===== config.mk =====
export PLATFORM = sky130hd
export DESIGN_NAME = psc_div
export DESIGN_NICKNAME = d
export VERILOG_FILES = /design/src/hdl/psc_pkg.sv /design/src/hdl/psc_div.sv
export SDC_FILE = /design/constraint.sdc
export NUM_CORES = 2
export LEC_CHECK = 0
export BUFFER_PORTS_ARGS = -buffer_cell sky130_fd_sc_hd__buf_4
export CAP_MARGIN = 30
export CORE_UTILIZATION = 69
export CTS_BUF_LIST = sky130_fd_sc_hd__clkbuf_8 sky130_fd_sc_hd__clkbuf_16
export DETAILED_ROUTE_END_ITERATION = 16
export PLACE_DENSITY = 0.9
export SKIP_CTS_REPAIR_TIMING = 1
export SLEW_MARGIN = 20
export SYNTH_ARGS = -nofsm -noshare
export SYNTH_HDL_FRONTEND = slang
export SYNTH_SLANG_ARGS = --single-unit

===== constraint.sdc =====
create_clock -name clk -period 6.8 [get_ports clk]
set_input_delay 0.34 -clock clk [delete_from_list [all_inputs] [get_ports clk]]
set_output_delay 0.34 -clock clk [all_outputs]
set_load 0.02 [all_outputs]

===== src/hdl/psc_pkg.sv =====
// ----------------------------------------------------------------------------
// psc_pkg
// Shared types, constants and helpers for the pressure compensation pipeline.
// ----------------------------------------------------------------------------
package psc_pkg;

    localparam int DIV_BITS = 32;

    localparam logic [31:0] B6_OFFSET  = 32'd4000;
    localparam logic [31:0] B4_BIAS    = 32'd32768;
    localparam logic [31:0] B7_SCALE   = 32'd50000;
    localparam logic [31:0] P_SQ_COEF  = 32'd3038;
    localparam logic [31:0] P_LIN_COEF = 32'hFFFF_E343;  // -7357
    localparam logic [31:0] P_OFFSET   = 32'd3791;

    typedef enum logic [2:0] {
        CFG_AC1_AC2 = 3'd0,
        CFG_AC3_AC4 = 3'd1,
        CFG_AC5_AC6 = 3'd2,
        CFG_B1_B2   = 3'd3,
        CFG_MC_MD   = 3'd4,
        CFG_OSS     = 3'd5
    } cfg_idx_t;

    typedef struct packed {
        logic [15:0] raw_temperature;
        logic [18:0] raw_pressure;
    } sample_t;

    typedef struct packed {
        logic signed [15:0] temperature;
        logic signed [31:0] pressure;
        logic               div_fault;
    } result_t;

    // Coefficients widened to 32-bit words, ready for the datapath
    typedef struct packed {
        logic [31:0] ac1;
        logic [31:0] ac2;
        logic [31:0] ac3;
        logic [31:0] ac4;
        logic [31:0] ac5;
        logic [31:0] ac6;
        logic [31:0] b1;
        logic [31:0] b2;
        logic [31:0] mc;
        logic [31:0] md;
        logic [1:0]  oss;
    } cal_t;

    function automatic logic [31:0] asr32(input logic [31:0] v, input logic [4:0] s);
        return 32'($signed(v) >>> s);
    endfunction

    function automatic logic [31:0] sx16(input logic [15:0] v);
        return {{16{v[15]}}, v};
    endfunction

endpackage


===== src/hdl/psc_div.sv =====
// ----------------------------------------------------------------------------
// psc_div
// Pipelined unsigned restoring divider, one quotient bit per stage.
// ----------------------------------------------------------------------------
module psc_div
    import psc_pkg::*;
#(
    parameter int SIDE_W = 1
)
(
    input  logic              clk,
    input  logic              rst_n,
    input  logic              en,
    input  logic              in_valid,
    input  logic [31:0]       num,
    input  logic [31:0]       den,
    input  logic [SIDE_W-1:0] side_in,
    output logic              out_valid,
    output logic [31:0]       quo,
    output logic [SIDE_W-1:0] side_out
);

    logic              v_reg    [DIV_BITS+1];
    logic [31:0]       rem_reg  [DIV_BITS+1];
    logic [31:0]       q_reg    [DIV_BITS+1];
    logic [31:0]       d_reg    [DIV_BITS+1];
    logic [SIDE_W-1:0] side_reg [DIV_BITS+1];

    assign v_reg[0]    = in_valid;
    assign rem_reg[0]  = '0;
    assign q_reg[0]    = num;
    assign d_reg[0]    = den;
    assign side_reg[0] = side_in;

    for (genvar k = 0; k < DIV_BITS; k++)
    begin : g_stage
        logic [32:0] trial;
        logic [32:0] diff;

        assign trial = {rem_reg[k], q_reg[k][31]};
        assign diff  = trial - {1'b0, d_reg[k]};

        always_ff @(posedge clk or negedge rst_n)
        begin
            if (!rst_n)
                v_reg[k+1] <= 1'b0;
            else if (en)
                v_reg[k+1] <= v_reg[k];
        end

        always_ff @(posedge clk)
        begin
            if (en)
            begin
                // keep the difference when the divisor fits
                rem_reg[k+1]  <= diff[32] ? trial[31:0] : diff[31:0];
                q_reg[k+1]    <= {q_reg[k][30:0], ~diff[32]};
                d_reg[k+1]    <= d_reg[k];
                side_reg[k+1] <= side_reg[k];
            end
        end
    end

    assign out_valid = v_reg[DIV_BITS];
    assign quo       = q_reg[DIV_BITS];
    assign side_out  = side_reg[DIV_BITS];

endmodule

# Word-level counts from Yosys, hierarchy flattened

Index checks and enable logic that the tools add are counted.

Bits in registers: 3,072
Logic and storage cells: 254

Muxes and demuxes: 31
Bitwise operators: 32
Add/sub/neg operators: 32

Operators by type and width:

| operator         | count |
|---|---|
| $sub A33 B32 Y33 | 31 |
| $mux W32         | 30 |
| $sub A1 B32 Y33  | 1 |
| $not A1 Y1       | 32 |
| $mux W1          | 1 |

# Logic depth before layout (Yosys ltp)

Depth in word-level cells: 2
Gate-level depth with buffers: 15

# Least setup slack after synthesis

Ideal clock, no wire load.

Path type: register to register
Start: register d_reg[128] (netlist name)
End: register rem_reg, in the netlist g_stage[29].trial[25], data pin
Setup slack: 3.161 ns
Period minus slack after synthesis: 3.639 ns
Library setup time: 0.260 ns
Path buffers: 1
Cell stages (with the launch flop): 14
Data arrival time: 3.379 ns
Path through: edfxtp_1 ha_1 fa_1 nand2b_1 a21oi_1 o211ai_1 a2111oi_1 o41ai_2 a211oi_1 o21ai_1 and2b_1 xor2_2 buf_2 mux2_2

Cells in the longest elaborated chain, start to end: 2

Ends and longest elaborated chain:

| item                            | line          | text |
|---|---|---|
| start, declared                 | psc_div.sv:26 | `logic [31:0] d_reg [DIV_BITS+1];` |
| start signal, assigned by index | psc_div.sv:58 | `d_reg[k+1] <= d_reg[k];` |
| $sub A33 B32 Y33                | psc_div.sv:41 | `assign diff = trial - {1'b0, d_reg[k]};` |
| $mux W32                        | psc_div.sv:56 | `rem_reg[k+1] <= diff[32] ? trial[31:0] : diff[31:0];` |
| end signal, assigned by index   | psc_div.sv:56 |  |
| end, declared                   | psc_div.sv:24 | `logic [31:0] rem_reg [DIV_BITS+1];` |

Every way passes these cells.
A chain may end at the register's enable or synchronous reset.

# Worst setup path after layout

Start: register q_reg, in the netlist g_stage[27].trial[0]
End: register rem_reg, in the netlist g_stage[28].trial[13], data pin

Cells in the longest elaborated chain, start to end: 2

Ends and longest elaborated chain:

| item                            | line          | text |
|---|---|---|
| start, declared                 | psc_div.sv:25 | `logic [31:0] q_reg [DIV_BITS+1];` |
| start signal, assigned by index | psc_div.sv:57 | `q_reg[k+1] <= {q_reg[k][30:0], ~diff[32]};` |
| $sub A33 B32 Y33                | psc_div.sv:41 |  |
| $mux W32                        | psc_div.sv:56 |  |

Every way passes these cells.

==> summary by stage <==
Worst setup path
The top fanout value on the critical path is 33. The depth of the most critical reg-to-reg path is 14. The data required time of the critical path is 7.51 ns. The kind of critical path is register to register. The kind of capture point of the worst setup path is a register.

The arrival time reported for the critical path endpoint is 5.84 ns. The worst setup path is launched from a register. The worst register-to-register path begins at g_stage[27].trial[0]. The internal reg-to-reg setup slack is 1.67 ns.

The worst reg2reg path endpoint is g_stage[28].trial[13].

Die
The initial core utilization is 69.6%. In this run the vertical extent of the chip is 479 microns. The area of the core is 226,000 sq um. The site row count is 174. The chip width is 479 microns.

The floorplan step defined a die boundary enclosing 229,000 sq um. The count of pins on the block boundary is 103.

Logic synthesis
In the post-synthesis netlist, the biggest area contributors are edfxtp_1 (58%), ha_1 (7.9%), mux2_2 (4.7%). Among all flip-flop cells after synthesis, the most frequent one is edfxtp_1. The number of instances in the synthesized netlist is 12,100.

The cell type contributing the most total cell area after synthesis is edfxtp_1. The number of storage elements in the synthesis netlist is 3,072. Synthesis instantiated 101 different standard cells from the library.

For this run, the number of Yosys warnings is 0. The mean cell area of the mapped netlist is 13.0 sq um. The post-synthesis instance area is 157,000 sq um.

The number of enable flip-flop cells after synthesis is 3,040. The sequential element share of the synthesized area is 58.7%. The fraction of post-synthesis cell area in the top cell type by area is 58.1%.

In the post-synthesis netlist, the cell with the most instances is edfxtp_1. Of all flip-flops after synthesis, the portion carrying an async set or reset was 1.04%. By count the netlist is led by edfxtp_1 (3,040), inv_1 (1,249), ha_1 (993).

Global route
The total routing usage reported by global routing is 32.3%. The number of antenna violations at the first check in global routing was 4. Entering global routing, the biggest net connects 191 pins. The total grt overflow is 0.

The number of global-route vias before repair came to 104,000. The wire length of the first global-routing pass is 578,000 microns.

Cells and area
The area growth from synthesis to final layout is 10.1%. The filler cells instantiated in the layout total 12,700. The register with the most flip-flops in the layout has 1,023 of them. The fraction of layout instances using a drive strength above 1 is 11.4%. The post-route core utilization is 76.6%.

After routing the design area is 173,000 sq um. After the last flow step, the layout net total stands at 13,500. For this run, the number of standard cells in the final layout without fillers is 15,600.

Detailed routing
Dividing the detail-routed wire length by the instance count gives 24.2 microns. The average via count per standard cell is 6.52. Once detail routing completed, the nets flagged for antenna violations numbered 0. The number of remaining DRC errors is 0.

Detailed routing inserted a total of 102,000 vias. The final layout contains routed wiring with a total length of 378,000 microns. The count of routing violations after the opening detailed-route iteration is 10,200. The first detailed-routing pass ran for 9 iterations.

Placement
The cell count after placement is 15,000. Summed over all nets, the half-perimeter wirelength after detailed placement is 251,000 microns. The cell area after placement is 162,000 sq um.

The number of buffer cells added on primary ports is 102. The congestion estimate from routability-driven global placement came to 0.969.

Hold path
The startpoint of the most critical hold path is num[10]. The path class of the tightest hold or removal check is input port to register. The worst hold path passes through 2 cells. The worst hold path terminates at q_reg[1003].

Timing
The final-report hold violation count is 0. Timing would allow up to 195 MHz. The clock period minus worst slack is 5.13 ns.

The count of pins over their slew limit is 0. After routing, the total negative slack on setup checks comes to 0 ns. The relative slew slack is 20.7%. Setup violations remaining at the end of the flow were counted as 0. Setup repair after global routing left no endpoint under its margin. The final critical-path share of the clock period is 75.5%. The worst clock skew is 0.0838 ns. The worst-margin pin slew is 1.19 ns.

Clock tree
Counting the buffers created by CTS gives 328. The tree is rooted in a clkbuf_16. The deepest clock path buffer count is 4. The H-tree was split into 5 levels. TritonCTS built the clock tree. Clock latency on the worst-skew pair, taken at its later pin, is 1.01 ns. For this design, the sink count on the clock tree is 3,072. After clock tree synthesis, the clock-pin slew on the worst setup and hold paths is 0.07 ns.

Power
The worst-case IR drop observed on VDD is 0.356 mV. The cell leakage power is 69.8 nW. The ratio of total power to cell area is 521 nW/um^2.

Run
Across the run, the number of max-cap violations was 0.

Status
The flow ran to the end, and the final reports show no timing, DRC or antenna violations.
[worst max-delay path, cell delays in order (launching register included)]
cell	delay [ns]
edfxtp_1	0.43
inv_1	0.13
ha_1	0.24
fa_1	0.29
nor2b_1	0.13
o31ai_1	0.51
a211oi_2	0.35
o21ai_0	0.73
nand2_1	0.13
a31oi_1	0.37
o21ai_0	0.18
a21oi_1	0.25
xnor2_2	0.13
buf_4	0.48
mux2_2	0.43
[per-layer routing]
metal / up-vias / share of wire (%) / track usage (%)
li1: 45600 / - / -
met1: 49300 / 36 / 37.3
met2: 5362 / 51 / 57.2
met3: 1713 / 6.7 / 5.14
met4: 0 / 6.5 / 18.0
met5: - / 0 / 0
[cell type report]
type	count	area, sq um	share of cell area (%)
well taps	2992	3740	2.17
repair buffers	258	2600	1.51
clock buffers	335	8370	4.84
clock inverters	244	2160	1.25
inverters	1251	4700	2.72
multi-input cells	7493	59200	34.2
diodes	3	7.51	0.00434
flip-flops and latches	3072	92100	53.3
[worst max-delay path by stage]
stage	start	endpoint	slack (ns)	cells past startpoint
floorplan	d_reg[128]	g_stage[29].trial[25]	3.16	13
global placement	d_reg[480]	g_stage[18].trial[29]	1.97	12
detailed placement	d_reg[480]	g_stage[18].trial[30]	1.75	12
CTS	g_stage[17].trial[0]	g_stage[18].trial[30]	1.59	13
global route	d_reg[608]	g_stage[14].trial[16]	1.47	12
finish	g_stage[27].trial[0]	g_stage[28].trial[13]	1.67	14
[per-stage QoR]
stage	total power, mW	hold WS, ns	setup WS [ns]
after global routing	94.2	0.0291	1.47
after CTS	89.1	-0.721	1.59
after floorplan	59.8	0.0444	3.16
after detailed placement	70.1	0.295	1.75
after global placement	67.5	0.282	1.97
final	90.0	0.0643	1.67
[cells in the final DEF, fill, tap and decap left out, drive strengths merged, types with 44 or more instances in the layout]
| master | count |
|---|---|
| and4 | 44 |
| nor2 | 475 |
| buf | 189 |
| clkbuf | 335 |
| nand3 | 207 |
| nor3 | 89 |
| o21ai | 444 |
| nand2b | 100 |
| and3 | 105 |
| o21a | 171 |
| o31ai | 68 |
| clkinv | 124 |
| nand4 | 81 |
| inv | 1310 |
| nor2b | 173 |
| mux2i | 97 |
| a21oi | 845 |
| o21bai | 82 |
| or3 | 47 |
| dlygate4sd3 | 69 |
| mux2 | 883 |
| nand2 | 418 |
| edfxtp | 3040 |
| o211ai | 60 |
| ha | 993 |
| xor2 | 241 |
| a21o | 474 |
| a31oi | 128 |
| xnor2 | 610 |
| and2 | 54 |
| a211oi | 75 |
[report_power, final]
group	internal, mW	leakage [nW]	switching (mW)
combinational	19.0	34.3	22.4
sequential	27.6	30.1	3.17
clock	10.3	5.30	7.51
total	56.9	69.8	33.1
[kinds of logic after synthesis]
kind of cell / count (synthesis) / synth area share (%)
other cells: 1 / 0.00239
buf+inv: 1529 / 3.89
compound gates: 2732 / 11.4
simple gates: 1892 / 6.00
mux: 980 / 6.95
fa+ha+maj: 1023 / 8.30
xor+xnor: 851 / 4.81
flops: 3072 / 58.7
Power figures use the tool's default switching activity.
