[src/hdl/psc_pkg.sv]
// ----------------------------------------------------------------------------
// psc_pkg
// Shared types, constants and helpers for the pressure compensation pipeline.
// ----------------------------------------------------------------------------
package psc_pkg;

    localparam int DIV_BITS = 32;

    localparam logic [31:0] B6_OFFSET  = 32'd4000;
    localparam logic [31:0] B4_BIAS    = 32'd32768;
    localparam logic [31:0] B7_SCALE   = 32'd50000;
    localparam logic [31:0] P_SQ_COEF  = 32'd3038;
    localparam logic [31:0] P_LIN_COEF = 32'hFFFF_E343;  // -7357
    localparam logic [31:0] P_OFFSET   = 32'd3791;

    typedef enum logic [2:0] {
        CFG_AC1_AC2 = 3'd0,
        CFG_AC3_AC4 = 3'd1,
        CFG_AC5_AC6 = 3'd2,
        CFG_B1_B2   = 3'd3,
        CFG_MC_MD   = 3'd4,
        CFG_OSS     = 3'd5
    } cfg_idx_t;

    typedef struct packed {
        logic [15:0] raw_temperature;
        logic [18:0] raw_pressure;
    } sample_t;

    typedef struct packed {
        logic signed [15:0] temperature;
        logic signed [31:0] pressure;
        logic               div_fault;
    } result_t;

    // Coefficients widened to 32-bit words, ready for the datapath
    typedef struct packed {
        logic [31:0] ac1;
        logic [31:0] ac2;
        logic [31:0] ac3;
        logic [31:0] ac4;
        logic [31:0] ac5;
        logic [31:0] ac6;
        logic [31:0] b1;
        logic [31:0] b2;
        logic [31:0] mc;
        logic [31:0] md;
        logic [1:0]  oss;
    } cal_t;

    function automatic logic [31:0] asr32(input logic [31:0] v, input logic [4:0] s);
        return 32'($signed(v) >>> s);
    endfunction

    function automatic logic [31:0] sx16(input logic [15:0] v);
        return {{16{v[15]}}, v};
    endfunction

endpackage

[src/hdl/psc_cfg.sv]
// ----------------------------------------------------------------------------
// psc_cfg
// Calibration register file; unpacks the packed words into coefficients.
// ----------------------------------------------------------------------------
module psc_cfg
    import psc_pkg::*;
(
    input  logic        clk,
    input  logic        rst_n,
    input  logic        wr_en,
    input  logic [2:0]  wr_index,
    input  logic [31:0] wr_data,
    output cal_t        cal
);

    logic [31:0] ac12_reg, ac34_reg, ac56_reg, b12_reg, mcmd_reg;
    logic [1:0]  oss_reg;

    always_ff @(posedge clk or negedge rst_n)
    begin
        if (!rst_n)
        begin
            ac12_reg <= '0;
            ac34_reg <= '0;
            ac56_reg <= '0;
            b12_reg  <= '0;
            mcmd_reg <= '0;
            oss_reg  <= '0;
        end
        else if (wr_en)
        begin
            unique case (cfg_idx_t'(wr_index))
                CFG_AC1_AC2: ac12_reg <= wr_data;
                CFG_AC3_AC4: ac34_reg <= wr_data;
                CFG_AC5_AC6: ac56_reg <= wr_data;
                CFG_B1_B2:   b12_reg  <= wr_data;
                CFG_MC_MD:   mcmd_reg <= wr_data;
                CFG_OSS:     oss_reg  <= wr_data[1:0];
                default:     ;  // drop writes beyond the list
            endcase
        end
    end

    always_comb
    begin
        cal.ac1 = sx16(ac12_reg[31:16]);
        cal.ac2 = sx16(ac12_reg[15:0]);
        cal.ac3 = sx16(ac34_reg[31:16]);
        cal.ac4 = {16'd0, ac34_reg[15:0]};
        cal.ac5 = {16'd0, ac56_reg[31:16]};
        cal.ac6 = {16'd0, ac56_reg[15:0]};
        cal.b1  = sx16(b12_reg[31:16]);
        cal.b2  = sx16(b12_reg[15:0]);
        cal.mc  = sx16(mcmd_reg[31:16]);
        cal.md  = sx16(mcmd_reg[15:0]);
        cal.oss = oss_reg;
    end

endmodule

[config.mk]
export PLATFORM = sky130hd
export DESIGN_NAME = psc_cfg
export DESIGN_NICKNAME = d
export VERILOG_FILES = /design/src/hdl/psc_pkg.sv /design/src/hdl/psc_cfg.sv
export SDC_FILE = /design/constraint.sdc
export NUM_CORES = 1
export LEC_CHECK = 0
export BUFFER_PORTS_ARGS = -buffer_cell sky130_fd_sc_hd__buf_2
export CORE_UTILIZATION = 33
export DETAILED_ROUTE_END_ITERATION = 10
export GPL_TIMING_DRIVEN = 0
export PLACE_DENSITY = 0.68
export SYNTH_ARGS = -nofsm -noshare
export SYNTH_HDL_FRONTEND = slang
export SYNTH_SLANG_ARGS = --single-unit
[constraint.sdc]
create_clock -name clk -period 0.9 [get_ports clk]
set_input_delay 0.135 -clock clk [delete_from_list [all_inputs] [get_ports clk]]
set_output_delay 0.135 -clock clk [all_outputs]
set_load 0.005 [all_outputs]
# [Yosys cells after proc, flatten, opt, wreduce, memory -nomap -nowiden]
# Index checks and enable logic that the tools add are counted.
# Widths: inputs -> output; s select.
[op_classes] n_addsub=0 mul=0 div_mod_pow=0 order_cmp=0 n_eq_ne=5 n_shift=0 n_mux=0 n_bitwise=0 reduce_logical=7
[ops] cell="$reduce_and 2->1" count=6
[ops] cell="$eq 3x2->1 const B" count=2
[ops] cell="$eq 3x3->1 const B" count=2
[ops] cell="$eq 3x1->1 const B" count=1
[ops] cell="$logic_not 3->1" count=1
[totals] ff_bits=162 latch_bits=0 mem_bits_rw=0 mem_bits_ro=0 input_bits=38 out_inout_bits=322 n_memories=0

# [Depth between registers and ports, before layout]
# Gate-level depths: netlist of run 1.
[logic_depth] depth_word=2 mapped_depth=4 mapped_depth_nobuf=2

# [Least setup slack after synthesis of run 1]
# No wires, ideal clock.
[synth_timing] path_type="input-to-reg" start="in wr_index[1]" end="reg ac12_reg[21]" t_arrival_ns=1.058 required_time_ns=0.775 path_slack_ns=-0.283 path_stages=3 path_buffers=1 cell_sequence="nor4b_4 > buf_6 > mux2_2"
[synth_between] elab_chain_cells=2
[synth_rtl] item="from (decl)" line="psc_cfg.sv:11" text="input logic [2:0] wr_index,"
[synth_rtl] item="$logic_not 3->1" line="psc_cfg.sv:32" text="unique case (cfg_idx_t'(wr_index))"
[synth_rtl] item="$reduce_and 2->1 (no source line)"
[synth_rtl] item="to (signal assigned)" line="psc_cfg.sv:33" text="CFG_AC1_AC2: ac12_reg <= wr_data;"
[synth_rtl] item="to (decl)" line="psc_cfg.sv:16" text="logic [31:0] ac12_reg, ac34_reg, ac56_reg, b12_reg, mcmd_reg;"
# Every way passes these cells.
# A chain may end at the register's enable or synchronous reset.

# [Worst setup path after layout of run 1]
[layout_timing] start="reg ac12_reg[31]" end="out cal[313] (netlist bit)"
[layout_lines] item="to (decl)" line="psc_cfg.sv:13" text="output cal_t cal"
# No word-level cell between the ends.

==> results.ini, run 1 <==
[power]
clockPowerShare=0.259
finalPower_mw=27.9
switching_share=0.284
combPwrFrac=0.390
powerDensity_mw_per_mm2=2170
peakVddDrop_v=0.00134
seq_power_share=0.351
p_int_mw=20.0
cellLeakagePower_nw=6.75
p_sw_mw=7.95

[die]
num_rows=55
dieArea_mm2=0.0236
design.core.area_mm2=0.0226
start_util=0.336
die_h_um=154
die_x_um=154
boundaryPins=360

[global_routing]
gr-total-overflow=0
grt_pass1_vias=5457
gr-usage-met1=0.216
met2_usage=0.322
busiest_layer=met2
grt_max_degree=91
track_usage=0.182
grtUsageMet3=0.0485
grt_pass1_wl_um=32300
antenna_found_initial=0

[routing]
drtPass1Iterations=4
wl_per_cell_um=16.6
drc=0
postRouteAntennaNets=0
num_vias=5541
drt_wl_total_um=22200
drtIter0Drc=145
viasPerCell=4.13

[setup_path]
startpoint_type=flop
crit_required_ps=760
cp.arrival_ps=1260
cp-end-kind=primary output
worst-path-max-fanout=4
worstSetupPathType=flop to primary output

[logic_synthesis]
synth-seq-cells=162
synth_warnings=0
syn_area_mm2=0.00760
syn_inst=509
yosysSeqAreaShare=0.533
avgSynthCellArea_um2=14.9
yosysUniqueCellTypes=13

[clock_network]
h-tree-depth=4
hold_buffers=20
cts_buffer_depth=2
cts.sinks=162
cts-root-buf=clkbuf_16
clk_pin_slew_ps=70
cts_tree=built
cts_buffers=17
clk_latency_ps=420

[cells_and_area]
final_common_cell=buf_2
nNetsFinal=1082
fillers=1823
drive_gt1_frac=0.788
layout_common_cells=buf_2, buf_4, dfrtp_1
stdcell_area_mm2=0.0129
antenna_cells=0
final_cells=1342
multiInputGateArea_mm2=0.00261
final-seq-area_mm2=0.00406
areaGrowthSynthToFinish_pct=69.3

[placement]
dp_hpwl_um=13000
placed_area_mm2=0.00992
place_inst=1153
place.gp.congestion=0.720
port_buffers=311

[timing]
relSlewSlack=0.615
tightest_slew_ps=577
fmax_ghz=0.716
finalWorstSetupSlack_ps=-496
finalCritPeriodShare=1.55
hold_violations=72
drv_slew=0
rsz0062_at_grt=true
fin_skew_ps=0
fin_crit_ps=1400
holdWs_ps=-345
finalSetupViolations=430

[run_status]
violations=hold timing, setup timing
status=complete, but fails checks

[flow_run]
drv_cap=0

[min_path]
hold_path.class=input pin to async pin

-- per-layer routing --
| metal | vias up | wire length (µm) | part of all wire |
|---|---|---|---|
| met5 | - | 0 | 0 |
| met4 | 0 | 286 | 0.013 |
| met3 | 19 | 1110 | 0.050 |
| met2 | 203 | 11600 | 0.52 |
| met1 | 2725 | 9260 | 0.42 |
| li1 | 2594 | - | - |
-- area by class of cell --
type,count,share of cell area
tap,285,0.0277
clock buffer,17,0.0331
multi-input combinational,216,0.203
timing repair buffer,472,0.284
clock inverter,15,0.0125
buffer,175,0.124
sequential,162,0.316
-- power groups by stage --
stage | Sequential, mW | Clock [mW] | Combinational [mW]
6_report | 9.80 | 7.24 | 10.9
5_1_grt | 9.98 | 7.73 | 11.6
4_1_cts | 9.72 | 7.40 | 9.65
3_5_place_dp | 10.2 | 0 | 7.60
3_3_place_gp | 10.1 | 0 | 7.46
2_1_floorplan | 10.2 | 0 | 4.00
-- critical path, stage by stage, from the launching register on --
cell	delay, ps
dfrtp_2	440
buf_2	150
buf_4	130
buf_2	120
-- synthesized netlist by cell type, drive strengths merged --
library cell  number  area (µm²)
buf              178        1450
dfrtp            162        4050
mux2             162        2010
nor4bb             3        30.0
nand4b             2        23.8
conb               1        3.75
nor4b              1        23.8
-- what timing repair did --
action                                  4_1_cts  5_1_grt
endpoints found under the setup margin      400      433
gates cloned                                 12        5
endpoints found under the hold margin       146       72
setup buffers                               106       35
gates resized for setup                      89      122
pin swaps                                     3        4
-- logic make-up (layout without fill, tap and decap cells) --
logic type             after synthesis  after routing  synth area share
buffers and inverters              178            679             0.191
flip-flops                         162            162             0.533
multiplexers                       162            162             0.265
other                                1             48          0.000493
AND/OR/NAND/NOR                      6              6            0.0102
-- through the flow --
step | setup slack (ps) | TNS (ps) | hold slack, ps | utilization
2_1_floorplan | -283 | -32480 | -161 | -
3_3_place_gp | -3110 | -550340 | 429 | 0.437
3_5_place_dp | -703 | -108250 | 126 | 0.438
4_1_cts | -485 | -93640 | -329 | 0.543
5_1_grt | -559 | -103510 | -316 | 0.568
6_report | -496 | -88890 | -345 | 0.568
-- final timing paths --
kind                       slack, ps                     start                       end  depth (start not counted)
max                             -500  ac12_reg[31]$_DFFE_PN0P_                  cal[313]                          3
min                             -350                     rst_n   b12_reg[20]$_DFFE_PN0P_                          1
max reg2reg                     -170  ac34_reg[31]$_DFFE_PN0P_  ac34_reg[31]$_DFFE_PN0P_                          3
min reg2reg                      500    oss_reg[1]$_DFFE_PN0P_    oss_reg[1]$_DFFE_PN0P_                          1
max in group asynchronous        390                     rst_n    b12_reg[4]$_DFFE_PN0P_                          2
min in group clk                  30               wr_data[10]  mcmd_reg[10]$_DFFE_PN0P_                          2
Note: power is estimated with default switching activity, not from simulation.
==> run 2, diff against run 1 <==
--- a/config.mk
+++ b/config.mk
@@ -8,7 +8,6 @@
 export BUFFER_PORTS_ARGS = -buffer_cell sky130_fd_sc_hd__buf_2
 export CORE_UTILIZATION = 33
 export DETAILED_ROUTE_END_ITERATION = 10
-export GPL_TIMING_DRIVEN = 0
 export PLACE_DENSITY = 0.68
 export SYNTH_ARGS = -nofsm -noshare
 export SYNTH_HDL_FRONTEND = slang
==> run 2 against run 1 <==
Effect of this change: the flow finishes with violations (setup timing); routed wire length shrank 9.3%; core utilization shrank 8.6 points; total power shrank 9.5%; sequential power is essentially flat; via count shrank 11%; highest routed layer unchanged.
==> results.ini, run 2 (synthesis results as in run 1) <==
[run_status]
status=complete, but fails checks
violations=setup timing

[die]
die_x_um=154
dieArea_mm2=0.0236
boundaryPins=360
num_rows=55
die_h_um=154
design.core.area_mm2=0.0226
start_util=0.336

[min_path]
min_path_cells=2
hold_path.class=input pin to flop

[routing]
drt_wl_total_um=20200
num_vias=4938
viasPerCell=4.24
drtPass1Iterations=4
wl_per_cell_um=17.3
postRouteAntennaNets=0
drc=0
drtIter0Drc=121

[setup_path]
worst-path-max-fanout=17
startpoint_type=flop
crit_family=flip-flops
crit_required_ps=760
slowest_stage=dfrtp_1
path_cells=buf_12 -> buf_2
crit_buf_inv=2
cp-end-kind=primary output
slowest_delay_ps=410
cp.arrival_ps=1120
worstSetupPathType=flop to primary output
path_depth=2
r2r_cells=3

[power]
combPwrFrac=0.327
p_sw_mw=7.31
switching_share=0.289
finalPower_mw=25.3
clockPowerShare=0.286
p_int_mw=18.0
cellLeakagePower_nw=5.70
peakVddDrop_v=0.00136
powerDensity_mw_per_mm2=2310
seq_power_share=0.388

[clock_network]
cts_buffers=17
clk_latency_ps=420
h-tree-depth=4
cts_tree=built
clk_pin_slew_ps=80
cts-root-buf=clkbuf_16
cts.sinks=162
cts_buffer_depth=2

[timing]
finalCritPeriodShare=1.39
finalSetupViolations=434
fin_crit_ps=1250
rsz0062_at_grt=true
finalWorstSetupSlack_ps=-353
hold_violations=0
fin_setup_tns_ps=-74610
drv_slew=0
fin_skew_ps=0
holdWs_ps=23.5
fmax_ghz=0.798

[global_routing]
grt_pass1_wl_um=29300
grt_pass1_vias=4785
antenna_found_initial=0
gr-total-overflow=0
track_usage=0.166
grt_max_degree=35

[cells_and_area]
areaGrowthSynthToFinish_pct=43.8
final-seq-area_mm2=0.00406
drive_gt1_frac=0.746
multiInputGateArea_mm2=0.00262
final_common_cell=buf_2
final_cells=1164
antenna_cells=0
nNetsFinal=904
fillers=1968
layout_common_cells=buf_2, dfrtp_1, mux2_4

[placement]
place_inst=1008
place.gp.congestion=0.723
dp_hpwl_um=12000
port_buffers=311

[flow_run]
drv_cap=0

-- run 2: cell count changes in the layout (fill, tap and decap cells not counted), moves of 5 or more --
| cell | delta |
|---|---|
| buf_12 | -7 |
| dlygate4sd3_1 | -6 |
| buf_4 | -110 |
| dfrtp_2 | -5 |
| buf_2 | +38 |
| dfrtp_1 | +5 |
| buf_6 | -88 |
-- run 2: metrics by stage --
step / util / area, µm² / worst slack [ps]
finish: 0.483 / 10900 / -353
global route: 0.483 / 10900 / -415
global placement: 0.395 / 8940 / -545
CTS: 0.474 / 10700 / -386
detailed placement: 0.395 / 8940 / -591
floorplan: - / 7970 / -283
-- run 2: final timing paths --
path                                           from                       end  slack [ps]
max in group asynchronous                     rst_n   mcmd_reg[9]$_DFFE_PN0P_         240
hold / removal                          wr_data[31]  ac34_reg[31]$_DFFE_PN0P_          20
min in group asynchronous                     rst_n  mcmd_reg[15]$_DFFE_PN0P_         160
setup reg to reg            mcmd_reg[9]$_DFFE_PN0P_   mcmd_reg[9]$_DFFE_PN0P_        -110
setup / recovery           ac12_reg[31]$_DFFE_PN0P_                  cal[305]        -350
hold reg to reg             b12_reg[19]$_DFFE_PN0P_   b12_reg[19]$_DFFE_PN0P_         500
-- run 2: worst reg2reg max path, stage by stage, from the launching register on --
cell and delay (ps):
dfrtp_1 390, buf_4 130, buf_4 120, mux2_4 260
-- run 2: final cells by class --
type	instances	area share
Clock buffer	17	0.0389
Multi-Input combinational cell	216	0.239
Clock inverter	15	0.0147
Tap cell	285	0.0326
Sequential cell	162	0.371
Timing Repair Buffer	469	0.303
-- run 2: power groups by stage --
stage / sequential (mW) / clock (mW) / combinational [mW]
after detailed placement: 9.90 / 0 / 6.46
after floorplan: 10.2 / 0 / 4.00
after global routing: 9.99 / 7.74 / 8.89
after global placement: 9.90 / 0 / 6.31
final: 9.80 / 7.22 / 8.26
after CTS: 9.76 / 7.42 / 7.76
-- run 2: repair_timing --
action	in CTS	in global routing
buffers inserted	77	46
resized for setup	62	25
endpoints found under the hold margin	210	0
hold buffers	14	0
pin swaps	3	3
setup endpoints to repair	402	434
cloned	8	1
-- run 2: layer usage --
layer / track usage / vias to the layer above / wire length (µm)
met5: 0 / - / 0
met1: 0.199 / 2478 / 8240
met3: 0.0428 / 21 / 1120
met4: 0.0443 / 0 / 316
li1: - / 2225 / -
met2: 0.293 / 214 / 10500
